<file path="src/hdl/frac_red_pkg.sv">
// shared types and constants for the fraction arithmetic and reduction block
package frac_red_pkg;

    // result field width, fixed by the interface
    localparam int OUT_W = 33;
    // operation code width
    localparam int CMD_W = 2;

    typedef enum logic [CMD_W-1:0] {
        OP_ADD = 2'd0,
        OP_SUB = 2'd1,
        OP_MUL = 2'd2,
        OP_DIV = 2'd3
    } op_t;

    // which product the shared multiplier forms
    typedef enum logic [1:0] {
        MUL_NUM0,
        MUL_CROSS,
        MUL_DEN
    } mul_sel_t;

    typedef enum logic [3:0] {
        S_IDLE,
        S_MUL0,
        S_MUL1,
        S_MUL2,
        S_COMBINE,
        S_CHECK,
        S_GCD,
        S_DIV_NUM,
        S_SAVE_NUM,
        S_DIV_DEN,
        S_OUT
    } state_t;

    // commands from controller to datapath
    typedef struct packed {
        logic     load;
        logic     mul_en;
        mul_sel_t mul_sel;
        logic     combine;
        logic     gcd_load;
        logic     gcd_step;
        logic     div_load_num;
        logic     div_step;
        logic     save_num;
        logic     out_load;
    } ctrl_cmd_t;

    // status from datapath to controller
    typedef struct packed {
        logic num_zero;
        logic den_zero;
        logic gcd_equal;
        logic div_last;
    } dp_status_t;

endpackage

</file>
<file path="src/hdl/frac_red_dp.sv">
// datapath: shared multiplier, sign-magnitude combine, binary gcd and restoring divider
module frac_red_dp #(
    parameter int OPERAND_WIDTH = 16
) (
    input  logic                             clk,
    input  frac_red_pkg::ctrl_cmd_t          cmd,
    output frac_red_pkg::dp_status_t         status,
    input  logic [frac_red_pkg::CMD_W-1:0]   command,
    input  logic signed [OPERAND_WIDTH-1:0]  a_num,
    input  logic signed [OPERAND_WIDTH-1:0]  a_den,
    input  logic signed [OPERAND_WIDTH-1:0]  b_num,
    input  logic signed [OPERAND_WIDTH-1:0]  b_den,
    output logic signed [frac_red_pkg::OUT_W-1:0] result_num,
    output logic signed [frac_red_pkg::OUT_W-1:0] result_den,
    output logic                             zero_denominator
);
    import frac_red_pkg::*;

    localparam int W  = OPERAND_WIDTH;
    localparam int MW = 2 * OPERAND_WIDTH;
    localparam int KW = $clog2(MW + 1);
    localparam int XW = (MW > OUT_W) ? MW : OUT_W;

    // captured operands as sign and magnitude
    op_t            op_reg;
    logic [W-1:0]   an_mag_reg, ad_mag_reg, bn_mag_reg, bd_mag_reg;
    logic           an_neg_reg, ad_neg_reg, bn_neg_reg, bd_neg_reg;

    // products and their signs
    logic [MW-1:0]  p0_reg, p1_reg, p2_reg;
    logic           s0_reg, s1_reg, s2_reg;

    // unreduced result
    logic [MW-1:0]  num_mag_reg, den_mag_reg;
    logic           num_neg_reg, den_neg_reg;

    // gcd state
    logic [MW-1:0]  gx_reg, gy_reg;
    logic [KW-1:0]  gk_reg;

    // divider state
    logic [MW-1:0]  div_q_reg, div_r_reg, div_d_reg;
    logic [KW-1:0]  div_cnt_reg;

    // output register
    logic signed [OUT_W-1:0] res_num_reg, res_den_reg;
    logic                    zero_den_reg;

    logic [W-1:0]   mul_a, mul_b;
    logic           mul_s;
    logic [MW-1:0]  product;
    logic [MW-1:0]  comb_num_mag;
    logic           comb_num_neg, comb_den_neg, cross_neg;
    logic [MW-1:0]  comb_den_mag;
    logic [MW-1:0]  gcd_val;
    logic [MW:0]    div_shift, div_trial;
    logic           div_ge;
    logic [XW-1:0]  num_ext, num_bits, den_ext, den_bits;

    function automatic logic [W-1:0] mag_of(input logic [W-1:0] v);
        mag_of = v[W-1] ? (~v + W'(1)) : v;
    endfunction

    // operand capture
    always_ff @(posedge clk)
    begin
        if (cmd.load)
        begin
            op_reg     <= op_t'(command);
            an_mag_reg <= mag_of(a_num);
            ad_mag_reg <= mag_of(a_den);
            bn_mag_reg <= mag_of(b_num);
            bd_mag_reg <= mag_of(b_den);
            an_neg_reg <= a_num[W-1];
            ad_neg_reg <= a_den[W-1];
            bn_neg_reg <= b_num[W-1];
            bd_neg_reg <= b_den[W-1];
        end
    end

    // shared multiplier operand selection
    always_comb
    begin
        unique case (cmd.mul_sel)
            MUL_NUM0:
            begin
                mul_a = an_mag_reg;
                mul_b = (op_reg == OP_MUL) ? bn_mag_reg : bd_mag_reg;
                mul_s = an_neg_reg ^ ((op_reg == OP_MUL) ? bn_neg_reg : bd_neg_reg);
            end
            MUL_CROSS:
            begin
                mul_a = ad_mag_reg;
                mul_b = bn_mag_reg;
                mul_s = ad_neg_reg ^ bn_neg_reg;
            end
            default:
            begin
                mul_a = ad_mag_reg;
                mul_b = bd_mag_reg;
                mul_s = ad_neg_reg ^ bd_neg_reg;
            end
        endcase
        product = MW'(mul_a) * MW'(mul_b);
    end

    always_ff @(posedge clk)
    begin
        if (cmd.mul_en)
        begin
            unique case (cmd.mul_sel)
                MUL_NUM0:
                begin
                    p0_reg <= product;
                    s0_reg <= mul_s;
                end
                MUL_CROSS:
                begin
                    p1_reg <= product;
                    s1_reg <= mul_s;
                end
                default:
                begin
                    p2_reg <= product;
                    s2_reg <= mul_s;
                end
            endcase
        end
    end

    // combine products into unreduced numerator and denominator
    always_comb
    begin
        cross_neg    = s1_reg ^ (op_reg == OP_SUB);
        comb_num_mag = p0_reg;
        comb_num_neg = s0_reg;
        comb_den_mag = p2_reg;
        comb_den_neg = s2_reg;
        unique case (op_reg)
            OP_ADD, OP_SUB:
            begin
                priority if (s0_reg == cross_neg)
                begin
                    comb_num_mag = p0_reg + p1_reg;
                    comb_num_neg = s0_reg;
                end
                else if (p0_reg >= p1_reg)
                begin
                    comb_num_mag = p0_reg - p1_reg;
                    comb_num_neg = s0_reg;
                end
                else
                begin
                    comb_num_mag = p1_reg - p0_reg;
                    comb_num_neg = cross_neg;
                end
            end
            OP_MUL:
            begin
                comb_den_mag = p2_reg;
                comb_den_neg = s2_reg;
            end
            default:
            begin
                comb_den_mag = p1_reg;
                comb_den_neg = s1_reg;
            end
        endcase
    end

    // gcd value and divider trial subtraction
    always_comb
    begin
        gcd_val   = gx_reg << gk_reg;
        div_shift = {div_r_reg, div_q_reg[MW-1]};
        div_trial = div_shift - {1'b0, div_d_reg};
        div_ge    = ~div_trial[MW];
    end

    // unreduced result, reduced numerator saved after its division
    always_ff @(posedge clk)
    begin
        if (cmd.combine)
        begin
            num_mag_reg <= comb_num_mag;
            num_neg_reg <= comb_num_neg;
            den_mag_reg <= comb_den_mag;
            den_neg_reg <= comb_den_neg;
        end
        else if (cmd.save_num)
        begin
            num_mag_reg <= div_q_reg;
        end
    end

    // binary gcd, one step a cycle
    always_ff @(posedge clk)
    begin
        if (cmd.gcd_load)
        begin
            gx_reg <= num_mag_reg;
            gy_reg <= den_mag_reg;
            gk_reg <= '0;
        end
        else if (cmd.gcd_step)
        begin
            priority if (!gx_reg[0] && !gy_reg[0])
            begin
                gx_reg <= gx_reg >> 1;
                gy_reg <= gy_reg >> 1;
                gk_reg <= gk_reg + KW'(1);
            end
            else if (!gx_reg[0])
            begin
                gx_reg <= gx_reg >> 1;
            end
            else if (!gy_reg[0])
            begin
                gy_reg <= gy_reg >> 1;
            end
            else if (gx_reg > gy_reg)
            begin
                gx_reg <= gx_reg - gy_reg;
            end
            else
            begin
                gy_reg <= gy_reg - gx_reg;
            end
        end
    end

    // restoring divider, one quotient bit a cycle
    always_ff @(posedge clk)
    begin
        if (cmd.div_load_num)
        begin
            div_q_reg   <= num_mag_reg;
            div_r_reg   <= '0;
            div_d_reg   <= gcd_val;
            div_cnt_reg <= '0;
        end
        else if (cmd.save_num)
        begin
            div_q_reg   <= den_mag_reg;
            div_r_reg   <= '0;
            div_cnt_reg <= '0;
        end
        else if (cmd.div_step)
        begin
            div_q_reg   <= {div_q_reg[MW-2:0], div_ge};
            div_r_reg   <= div_ge ? div_trial[MW-1:0] : div_shift[MW-1:0];
            div_cnt_reg <= div_cnt_reg + KW'(1);
        end
    end

    // signed result fields, low bits of the two's complement value
    always_comb
    begin
        num_ext  = XW'(num_mag_reg);
        num_bits = num_neg_reg ? (~num_ext + XW'(1)) : num_ext;
        den_ext  = XW'(div_q_reg);
        den_bits = den_neg_reg ? (~den_ext + XW'(1)) : den_ext;
    end

    // output word register
    always_ff @(posedge clk)
    begin
        if (cmd.out_load)
        begin
            priority if (den_mag_reg == '0)
            begin
                res_num_reg  <= '0;
                res_den_reg  <= '0;
                zero_den_reg <= 1'b1;
            end
            else if (num_mag_reg == '0)
            begin
                res_num_reg  <= '0;
                res_den_reg  <= OUT_W'(1);
                zero_den_reg <= 1'b0;
            end
            else
            begin
                res_num_reg  <= num_bits[OUT_W-1:0];
                res_den_reg  <= den_bits[OUT_W-1:0];
                zero_den_reg <= 1'b0;
            end
        end
    end

    assign status.num_zero  = (num_mag_reg == '0);
    assign status.den_zero  = (den_mag_reg == '0);
    assign status.gcd_equal = (gx_reg == gy_reg);
    assign status.div_last  = (div_cnt_reg == KW'(MW - 1));

    assign result_num       = res_num_reg;
    assign result_den       = res_den_reg;
    assign zero_denominator = zero_den_reg;

endmodule

</file>
<file path="src/hdl/frac_red_ctrl.sv">
// controller: sequences multiply, combine, gcd and the two divisions, owns both handshakes
module frac_red_ctrl (
    input  logic                      clk,
    input  logic                      rst_n,
    input  logic                      req_valid,
    output logic                      req_stall,
    output logic                      rsp_valid,
    input  logic                      rsp_stall,
    input  frac_red_pkg::dp_status_t  status,
    output frac_red_pkg::ctrl_cmd_t   cmd
);
    import frac_red_pkg::*;

    state_t state_reg, state_next;
    logic   rsp_valid_reg, rsp_valid_next;
    logic   out_free;

    // state and output valid registers
    always_ff @(posedge clk or negedge rst_n)
    begin
        if (!rst_n)
        begin
            state_reg     <= S_IDLE;
            rsp_valid_reg <= 1'b0;
        end
        else
        begin
            state_reg     <= state_next;
            rsp_valid_reg <= rsp_valid_next;
        end
    end

    assign out_free = !rsp_valid_reg || !rsp_stall;

    // next state and commands
    always_comb
    begin
        state_next     = state_reg;
        cmd            = '0;
        cmd.mul_sel    = MUL_NUM0;
        rsp_valid_next = rsp_valid_reg && rsp_stall;
        unique case (state_reg)
            S_IDLE:
            begin
                if (req_valid)
                begin
                    cmd.load   = 1'b1;
                    state_next = S_MUL0;
                end
            end
            S_MUL0:
            begin
                cmd.mul_en  = 1'b1;
                cmd.mul_sel = MUL_NUM0;
                state_next  = S_MUL1;
            end
            S_MUL1:
            begin
                cmd.mul_en  = 1'b1;
                cmd.mul_sel = MUL_CROSS;
                state_next  = S_MUL2;
            end
            S_MUL2:
            begin
                cmd.mul_en  = 1'b1;
                cmd.mul_sel = MUL_DEN;
                state_next  = S_COMBINE;
            end
            S_COMBINE:
            begin
                cmd.combine = 1'b1;
                state_next  = S_CHECK;
            end
            S_CHECK:
            begin
                if (status.den_zero || status.num_zero)
                begin
                    state_next = S_OUT;
                end
                else
                begin
                    cmd.gcd_load = 1'b1;
                    state_next   = S_GCD;
                end
            end
            S_GCD:
            begin
                if (status.gcd_equal)
                begin
                    cmd.div_load_num = 1'b1;
                    state_next       = S_DIV_NUM;
                end
                else
                begin
                    cmd.gcd_step = 1'b1;
                end
            end
            S_DIV_NUM:
            begin
                cmd.div_step = 1'b1;
                if (status.div_last)
                begin
                    state_next = S_SAVE_NUM;
                end
            end
            S_SAVE_NUM:
            begin
                cmd.save_num = 1'b1;
                state_next   = S_DIV_DEN;
            end
            S_DIV_DEN:
            begin
                cmd.div_step = 1'b1;
                if (status.div_last)
                begin
                    state_next = S_OUT;
                end
            end
            S_OUT:
            begin
                if (out_free)
                begin
                    cmd.out_load   = 1'b1;
                    rsp_valid_next = 1'b1;
                    state_next     = S_IDLE;
                end
            end
            default:
            begin
                state_next = S_IDLE;
            end
        endcase
    end

    assign req_stall = (state_reg != S_IDLE);
    assign rsp_valid = rsp_valid_reg;

endmodule

</file>
<file path="src/hdl/fraction_arith_reduce_top.sv">
// top level of the fraction arithmetic and reduction block
//
//  channel  signals                                  direction  moves
//  req      req_valid/req_stall, command, a_*, b_*   in         one operand word
//  rsp      rsp_valid/rsp_stall, result_*, zero_den  out        one result word
//
// one word at a time: load, three products on the shared multiplier, combine and zero check,
// then a binary gcd (one step a cycle) and two restoring divisions of 2*OPERAND_WIDTH
// quotient bits each; zero results skip gcd and division.
// the result sits in an output register, so a new word is taken while it waits.
// asynchronous active-low reset clears the controller and the output valid.
module fraction_arith_reduce_top #(
    parameter int OPERAND_WIDTH = 16
) (
    input  logic                                   clk,
    input  logic                                   rst_n,
    input  logic                                   req_valid,
    output logic                                   req_stall,
    input  logic [frac_red_pkg::CMD_W-1:0]         command,
    input  logic signed [OPERAND_WIDTH-1:0]        a_num,
    input  logic signed [OPERAND_WIDTH-1:0]        a_den,
    input  logic signed [OPERAND_WIDTH-1:0]        b_num,
    input  logic signed [OPERAND_WIDTH-1:0]        b_den,
    output logic                                   rsp_valid,
    input  logic                                   rsp_stall,
    output logic signed [frac_red_pkg::OUT_W-1:0]  result_num,
    output logic signed [frac_red_pkg::OUT_W-1:0]  result_den,
    output logic                                   zero_denominator
);
    import frac_red_pkg::*;

    ctrl_cmd_t  cmd;
    dp_status_t status;

    // sequencer
    frac_red_ctrl u_ctrl (
        .clk       (clk),
        .rst_n     (rst_n),
        .req_valid (req_valid),
        .req_stall (req_stall),
        .rsp_valid (rsp_valid),
        .rsp_stall (rsp_stall),
        .status    (status),
        .cmd       (cmd)
    );

    // arithmetic
    frac_red_dp #(
        .OPERAND_WIDTH (OPERAND_WIDTH)
    ) u_dp (
        .clk              (clk),
        .cmd              (cmd),
        .status           (status),
        .command          (command),
        .a_num            (a_num),
        .a_den            (a_den),
        .b_num            (b_num),
        .b_den            (b_den),
        .result_num       (result_num),
        .result_den       (result_den),
        .zero_denominator (zero_denominator)
    );

endmodule

</file>
<file path="config.mk">
export PLATFORM = sky130hd
export DESIGN_NAME = fraction_arith_reduce_top
export DESIGN_NICKNAME = d
export VERILOG_FILES = /design/src/hdl/frac_red_pkg.sv /design/src/hdl/frac_red_dp.sv /design/src/hdl/frac_red_ctrl.sv /design/src/hdl/fraction_arith_reduce_top.sv
export SDC_FILE = /design/constraint.sdc
export NUM_CORES = 2
export LEC_CHECK = 0
export BUFFER_PORTS_ARGS = -buffer_cell sky130_fd_sc_hd__buf_2
export CAP_MARGIN = 20
export CORE_MARGIN = 8
export CORE_UTILIZATION = 45
export CTS_CLUSTER_SIZE = 16
export DETAILED_ROUTE_END_ITERATION = 16
export REMOVE_ABC_BUFFERS = 1
export SETUP_SLACK_MARGIN = 0.3
export SKIP_LAST_GASP = 1
export SLEW_MARGIN = 40
export SYNTH_ARGS = -nofsm -noshare
export SYNTH_HDL_FRONTEND = slang
export SYNTH_SLANG_ARGS = --single-unit
</file>
<file path="constraint.sdc">
create_clock -name clk -period 9.95 [get_ports clk]
set_input_delay 1.99 -clock clk [delete_from_list [all_inputs] [get_ports clk]]
set_output_delay 1.99 -clock clk [all_outputs]
set_load 0.005 [all_outputs]
</file>
== After elaboration in Yosys (flattened, before gate mapping) ==
Index checks and enable logic that the tools add are counted.
Word-level totals
  output and inout port bits: 69
  register bits after elaboration: 479
Cells by class
  reductions and logical operators: 34
  shift-type cells: 1
  $add $sub $neg: 14
  equality and inequality tests: 24
  multiplexer cells: 61
  bitwise operators: 14
  order comparisons: 2
  $mul: 1
Operator list (count)
  32-bit 2-to-1 mux: 24
  32-bit subtractor: 4
  33-bit by 1-bit adder with 33-bit output, second input constant: 2
  32-bit inverter with 33-bit output: 2
  16-bit by 1-bit adder with 16-bit output, second input constant: 4
  32-bit zero test: 2
  16-bit inverter: 4
  15-bit 2-to-1 mux: 4
  4-bit one-hot mux with 11 select lines: 1
  33-bit by 32-bit subtractor with 33-bit output: 1
  32-bit adder: 1
  32-bit == test: 1
  32-bit greater-or-equal comparator: 1
  32-bit greater-than comparator: 1
  16-bit by 16-bit multiplier with 32-bit output: 1
  16-bit 2-to-1 mux: 2
  16-bit one-hot mux with 2 select lines: 1
  32-bit by 6-bit << shifter with 32-bit output: 1
  4-bit 2-to-1 mux: 6
  1-bit 2-to-1 mux: 20
  4-bit by 3-bit == test with 1-bit output, second input constant: 4
  6-bit by 1-bit adder with 6-bit output, second input constant: 2
  4-bit == test, second input constant: 3
  4-bit inequality test, second input constant: 3
  other kinds (26): 56

== Depth between registers and ports, before layout ==
  word-level depth: 7
  depth in mapped cells: 30
  mapped depth without buffers: 28

== Cells and area by module ==
From an unflattened synthesis, not the netlist that was laid out.
Second synthesis, totals
  cells, all modules: 4549
  area, all modules: 41783.8 um2
By module, submodules not included
  frac_red_dp: sequential area each 13793.2 um2, area each 41333.4 um2, instances 1, cells each 4487
  frac_red_ctrl: sequential area each 125.1 um2, area each 450.4 um2, instances 1, cells each 62

== Least setup slack after synthesis ==
Ideal clock, no wire load.
  path type: flip-flop to flip-flop
  start point: reg u_ctrl.state_reg[0]
  end point: reg u_dp.p0_reg[30], data pin
  library setup time: 273 ps
  arrival time: 10487 ps
  path slack: -810 ps
  path buffers: 3
  cell stages (with the launch flop): 30
  required time: 9677 ps
  path through: dfrtp_1 -> clkbuf_1 -> inv_1 -> nand2_1 -> nor3_1 -> nor2_1 -> clkbuf_1 -> mux2_2 -> clkbuf_1 -> nand2_1 -> fa_1 -> fa_1 -> fa_1 -> fa_1 -> inv_1 -> fa_1 -> inv_1 -> fa_1 -> inv_1 -> ha_1 -> and4_1 -> a21o_1 -> a2111oi_0 -> o31ai_1 -> nand2_1 -> a21oi_1 -> or4_1 -> a31oi_1 -> o21ai_0 -> xor2_1
On the way
  cells in the longest elaborated chain, start to end: 5
  elaborated cells on any way between the ends: 9
Ends and longest elaborated chain
  from (decl): line frac_red_ctrl.sv:14  | state_t state_reg, state_next;
  from (signal assigned): line frac_red_ctrl.sv:28  | state_reg <= state_next;
  4-bit by 2-bit == test with 1-bit output / 4-bit by 1-bit == test with 1-bit output (equally long branches): line frac_red_ctrl.sv:42  | unique case (state_reg)
  3-bit one-hot mux with 3 select lines *: line frac_red_ctrl.sv:42
  2-bit by 1-bit == test with 1-bit output / 2-bit zero test (equally long branches): line frac_red_dp.sv:84  | unique case (cmd.mul_sel)
  16-bit one-hot mux with 2 select lines / 16-bit 2-to-1 mux (equally long branches): line frac_red_dp.sv:84
  16-bit by 16-bit multiplier with 32-bit output *: line frac_red_dp.sv:104  | product = MW'(mul_a) * MW'(mul_b);
  named net u_dp.product[30]: line frac_red_dp.sv:51  | logic [MW-1:0] product;
  to (signal assigned): line frac_red_dp.sv:114  | p0_reg <= product;
  to (decl): line frac_red_dp.sv:30  | logic [MW-1:0] p0_reg, p1_reg, p2_reg;
Mark *: on every way through the listed nets, which the timed path passes. The rest lies on a longest branch.
A chain may end at the register's enable or synchronous reset.

== Worst setup path after layout ==
  start point: reg u_ctrl.state_reg[2]
  end point: reg u_dp.p0_reg[30], data pin
The elaborated chain is that of the path after synthesis.

==> results.yml <==
final_layout:
  antenna_cells: 0
  stdcell_count: 5778
  area_delta_synth_final_pct: 9.19
  drive_gt1_frac: 0.0897
  fin_nets: 5119
synthesis:
  synthXorXnorAreaFrac: 0.0544
  synthAdderAreaFrac: 0.187
  synth_area_leaders: "edfxtp_1 (31%), fa_1 (9.6%), ha_1 (9.1%)"
  synthMuxAreaShare: 0.0535
  synth_cell_types: 81
  synth_compound_area_frac: 0.161
  synthArstFlopShare: 0.0104
  synth_edf_count: 430
  ys_ff_latch: 479
  ys_seq_area_frac: 0.335
  syn_area_per_cell_um2: 9.22
  ys.warnings.count: 0
  synth_common_cells: "nor2_1 (508), inv_1 (460), edfxtp_1 (430)"
  synthCells: 4505
  synth_most_common_cell: "nor2_1"
  yosys.area.top_type: "edfxtp_1"
  yosys_most_used_dff: "edfxtp_1"
  yosysTopAreaCellShare: 0.311
  synth_area_um2: 41500
  synth-simple-area-share: 0.146
  synth_top_family_by_area: "adder cells"
setup_path:
  crit_top_cell: "fa_1"
  critPathMaxFanout: 18
  cp-start-kind: "flip-flop"
  critPathKind: "reg2reg"
  cp_slowest_cell: "a2111oi_1"
  max_stage_delay_ns: 0.59
  crit_path_end_kind: "flip-flop"
  cp.required_ns: 10.34
  cp.arrival_ns: 9.20
timing:
  relSlewSlack: 0.352
  drv_slew: 0
  setup-tns-final_ns: 0
  fmax_mhz: 113
  finalWorstPathRequiredPeriod_ns: 8.82
  holdWs_ns: 0.483
  min_period_over_period: 0.886
  rsz0062_at_grt: "false"
  tightest_slew_ns: 0.963
  final_hold_viol_count: 0
  fin_skew_ns: 0.0413
  setup_viol: 0
  fin_ws_ns: 1.13
flow_run:
  cap_viol_max_count: 0
place:
  portBuffers: 138
  dp_cells: 5674
  pre_cts_ws_ns: 0.872
  dp_hpwl_um: 98000
  place.gp.congestion: 0.976
global_routing:
  grt_max_degree: 71
  overflow: 0
  track_usage: 0.235
  grt_pass1_wl_um: 192000
  grt_pass1_vias: 32955
  antenna_found_initial: 1
route:
  routed_wl_um: 123000
  drc: 0
  vias: 33100
  initialDrtViolationCount: 2636
  viasPerCell: 5.73
  wire_per_inst_um: 21.4
  antenna_left: 0
  dr.pass1.iters: 5
floorplan:
  die_w_um: 320
  dieArea_um2: 102000
  num_rows: 111
  die_y_um: 320
  coreArea_um2: 91500
  ios: 139
  initial_core_util: 0.454
cts:
  cts.clk_slew.worst_paths_ns: 0.06
  clock_path_buffers: 3
  post_cts_buffers: 0
  cts.sinks: 479
  clock_latency_ns: 0.68
  cts_inserted_buffers: 56
  cts_resized: 0
  ctsHoldBuffers: 0
  h-tree-depth: 2
  cts_root_buffer: "clkbuf_16"
  cts_tree: "built"
status:
  status: "completed"
hold_path:
  worstHoldPathType: "reg2reg"
[worst max-delay path, delay by kind of cell (launching register included)]
family	cells	cell delay, ns
fa+ha+maj	7	3.27
simple gates	8	1.90
compound gates	6	1.60
buf+inv	6	0.82
flops	1	0.50
mux	1	0.22
xor+xnor	1	0.19
[worst paths after layout]
kind                                     start             endpoint  slack [ns]  cells after the start
hold / removal               u_dp.div_r_reg[8]    u_dp.div_r_reg[8]        0.48                      2
setup reg to reg           u_ctrl.state_reg[2]      u_dp.p0_reg[30]        1.13                     29
setup / recovery           u_ctrl.state_reg[2]      u_dp.p0_reg[30]        1.13                     29
max in group asynchronous                rst_n  u_ctrl.state_reg[1]        8.67                      1
min in group asynchronous                rst_n     u_ctrl.rsp_valid        1.12                      1
hold reg to reg              u_dp.div_r_reg[8]    u_dp.div_r_reg[8]        0.48                      2
[per-stage QoR]
step | utilization | cell area (um^2)
finish | 0.495 | 45300
global route | 0.495 | 45300
CTS | 0.495 | 45300
detailed placement | 0.474 | 43400
global placement | 0.474 | 43400
floorplan | - | 40700
[logic make-up (layout without fill, tap and decap cells)]
kind of cell / count (synthesis) / count (layout)
xor+xnor: 258 / 258
buf+inv: 675 / 762
fa+ha+maj: 502 / 502
mux: 187 / 187
compound gates: 1047 / 1047
flops: 479 / 479
simple gates: 1357 / 1357
[final cells by class]
| class | count | area [um^2] |
|---|---|---|
| Clock buffer | 63 | 1440 |
| Multi-Input combinational cell | 3351 | 25200 |
| Tap cell | 1186 | 1480 |
| Fill cell | 8667 | 46200 |
| Inverter | 463 | 1740 |
| Sequential cell | 479 | 13900 |
| Clock inverter | 40 | 458 |
| Timing Repair Buffer | 196 | 1140 |
[metal layers]
metal / up-vias / GRT usage / routed length, um
li1: 15912 / - / -
met1: 16009 / 0.297 / 52700
met2: 944 / 0.407 / 59600
met3: 235 / 0.0301 / 5530
met4: 0 / 0.0940 / 5530
met5: - / 0 / 0
[cells in the final DEF, fill, tap and decap left out, types with 21 or more instances in the layout]
master     Yosys  routed
and3_1        26      25
or2_2         23      21
nor4_1        21      21
mux2_2        35      35
a221oi_1      52      52
nand3_1       64      63
mux2i_1      122     118
o21ai_0      231     230
edfxtp_1     430     430
mux4_2        24      24
buf_4          6      56
nand2b_1      33      33
o21bai_1      37      37
nor2_1       508     507
nor2b_1       23      23
or3_1         47      46
o21a_1        26      26
nand2_1      427     425
o211ai_1      28      28
xor2_1       112     111
a211oi_1      43      43
dfxtp_1       44      41
nand4_1       30      30
ha_1         302     302
nor3_1        83      79
a31oi_1       31      31
o31ai_1       54      54
a21oi_1      319     316
xnor2_1      146     145
buf_2         22     138
fa_1         200     200
a21o_1        95      94
inv_1        460     460
clkbuf_16      0      56
Power is not shown: default switching activity piles up to over one toggle a cycle in this logic, so the estimate is an artifact.
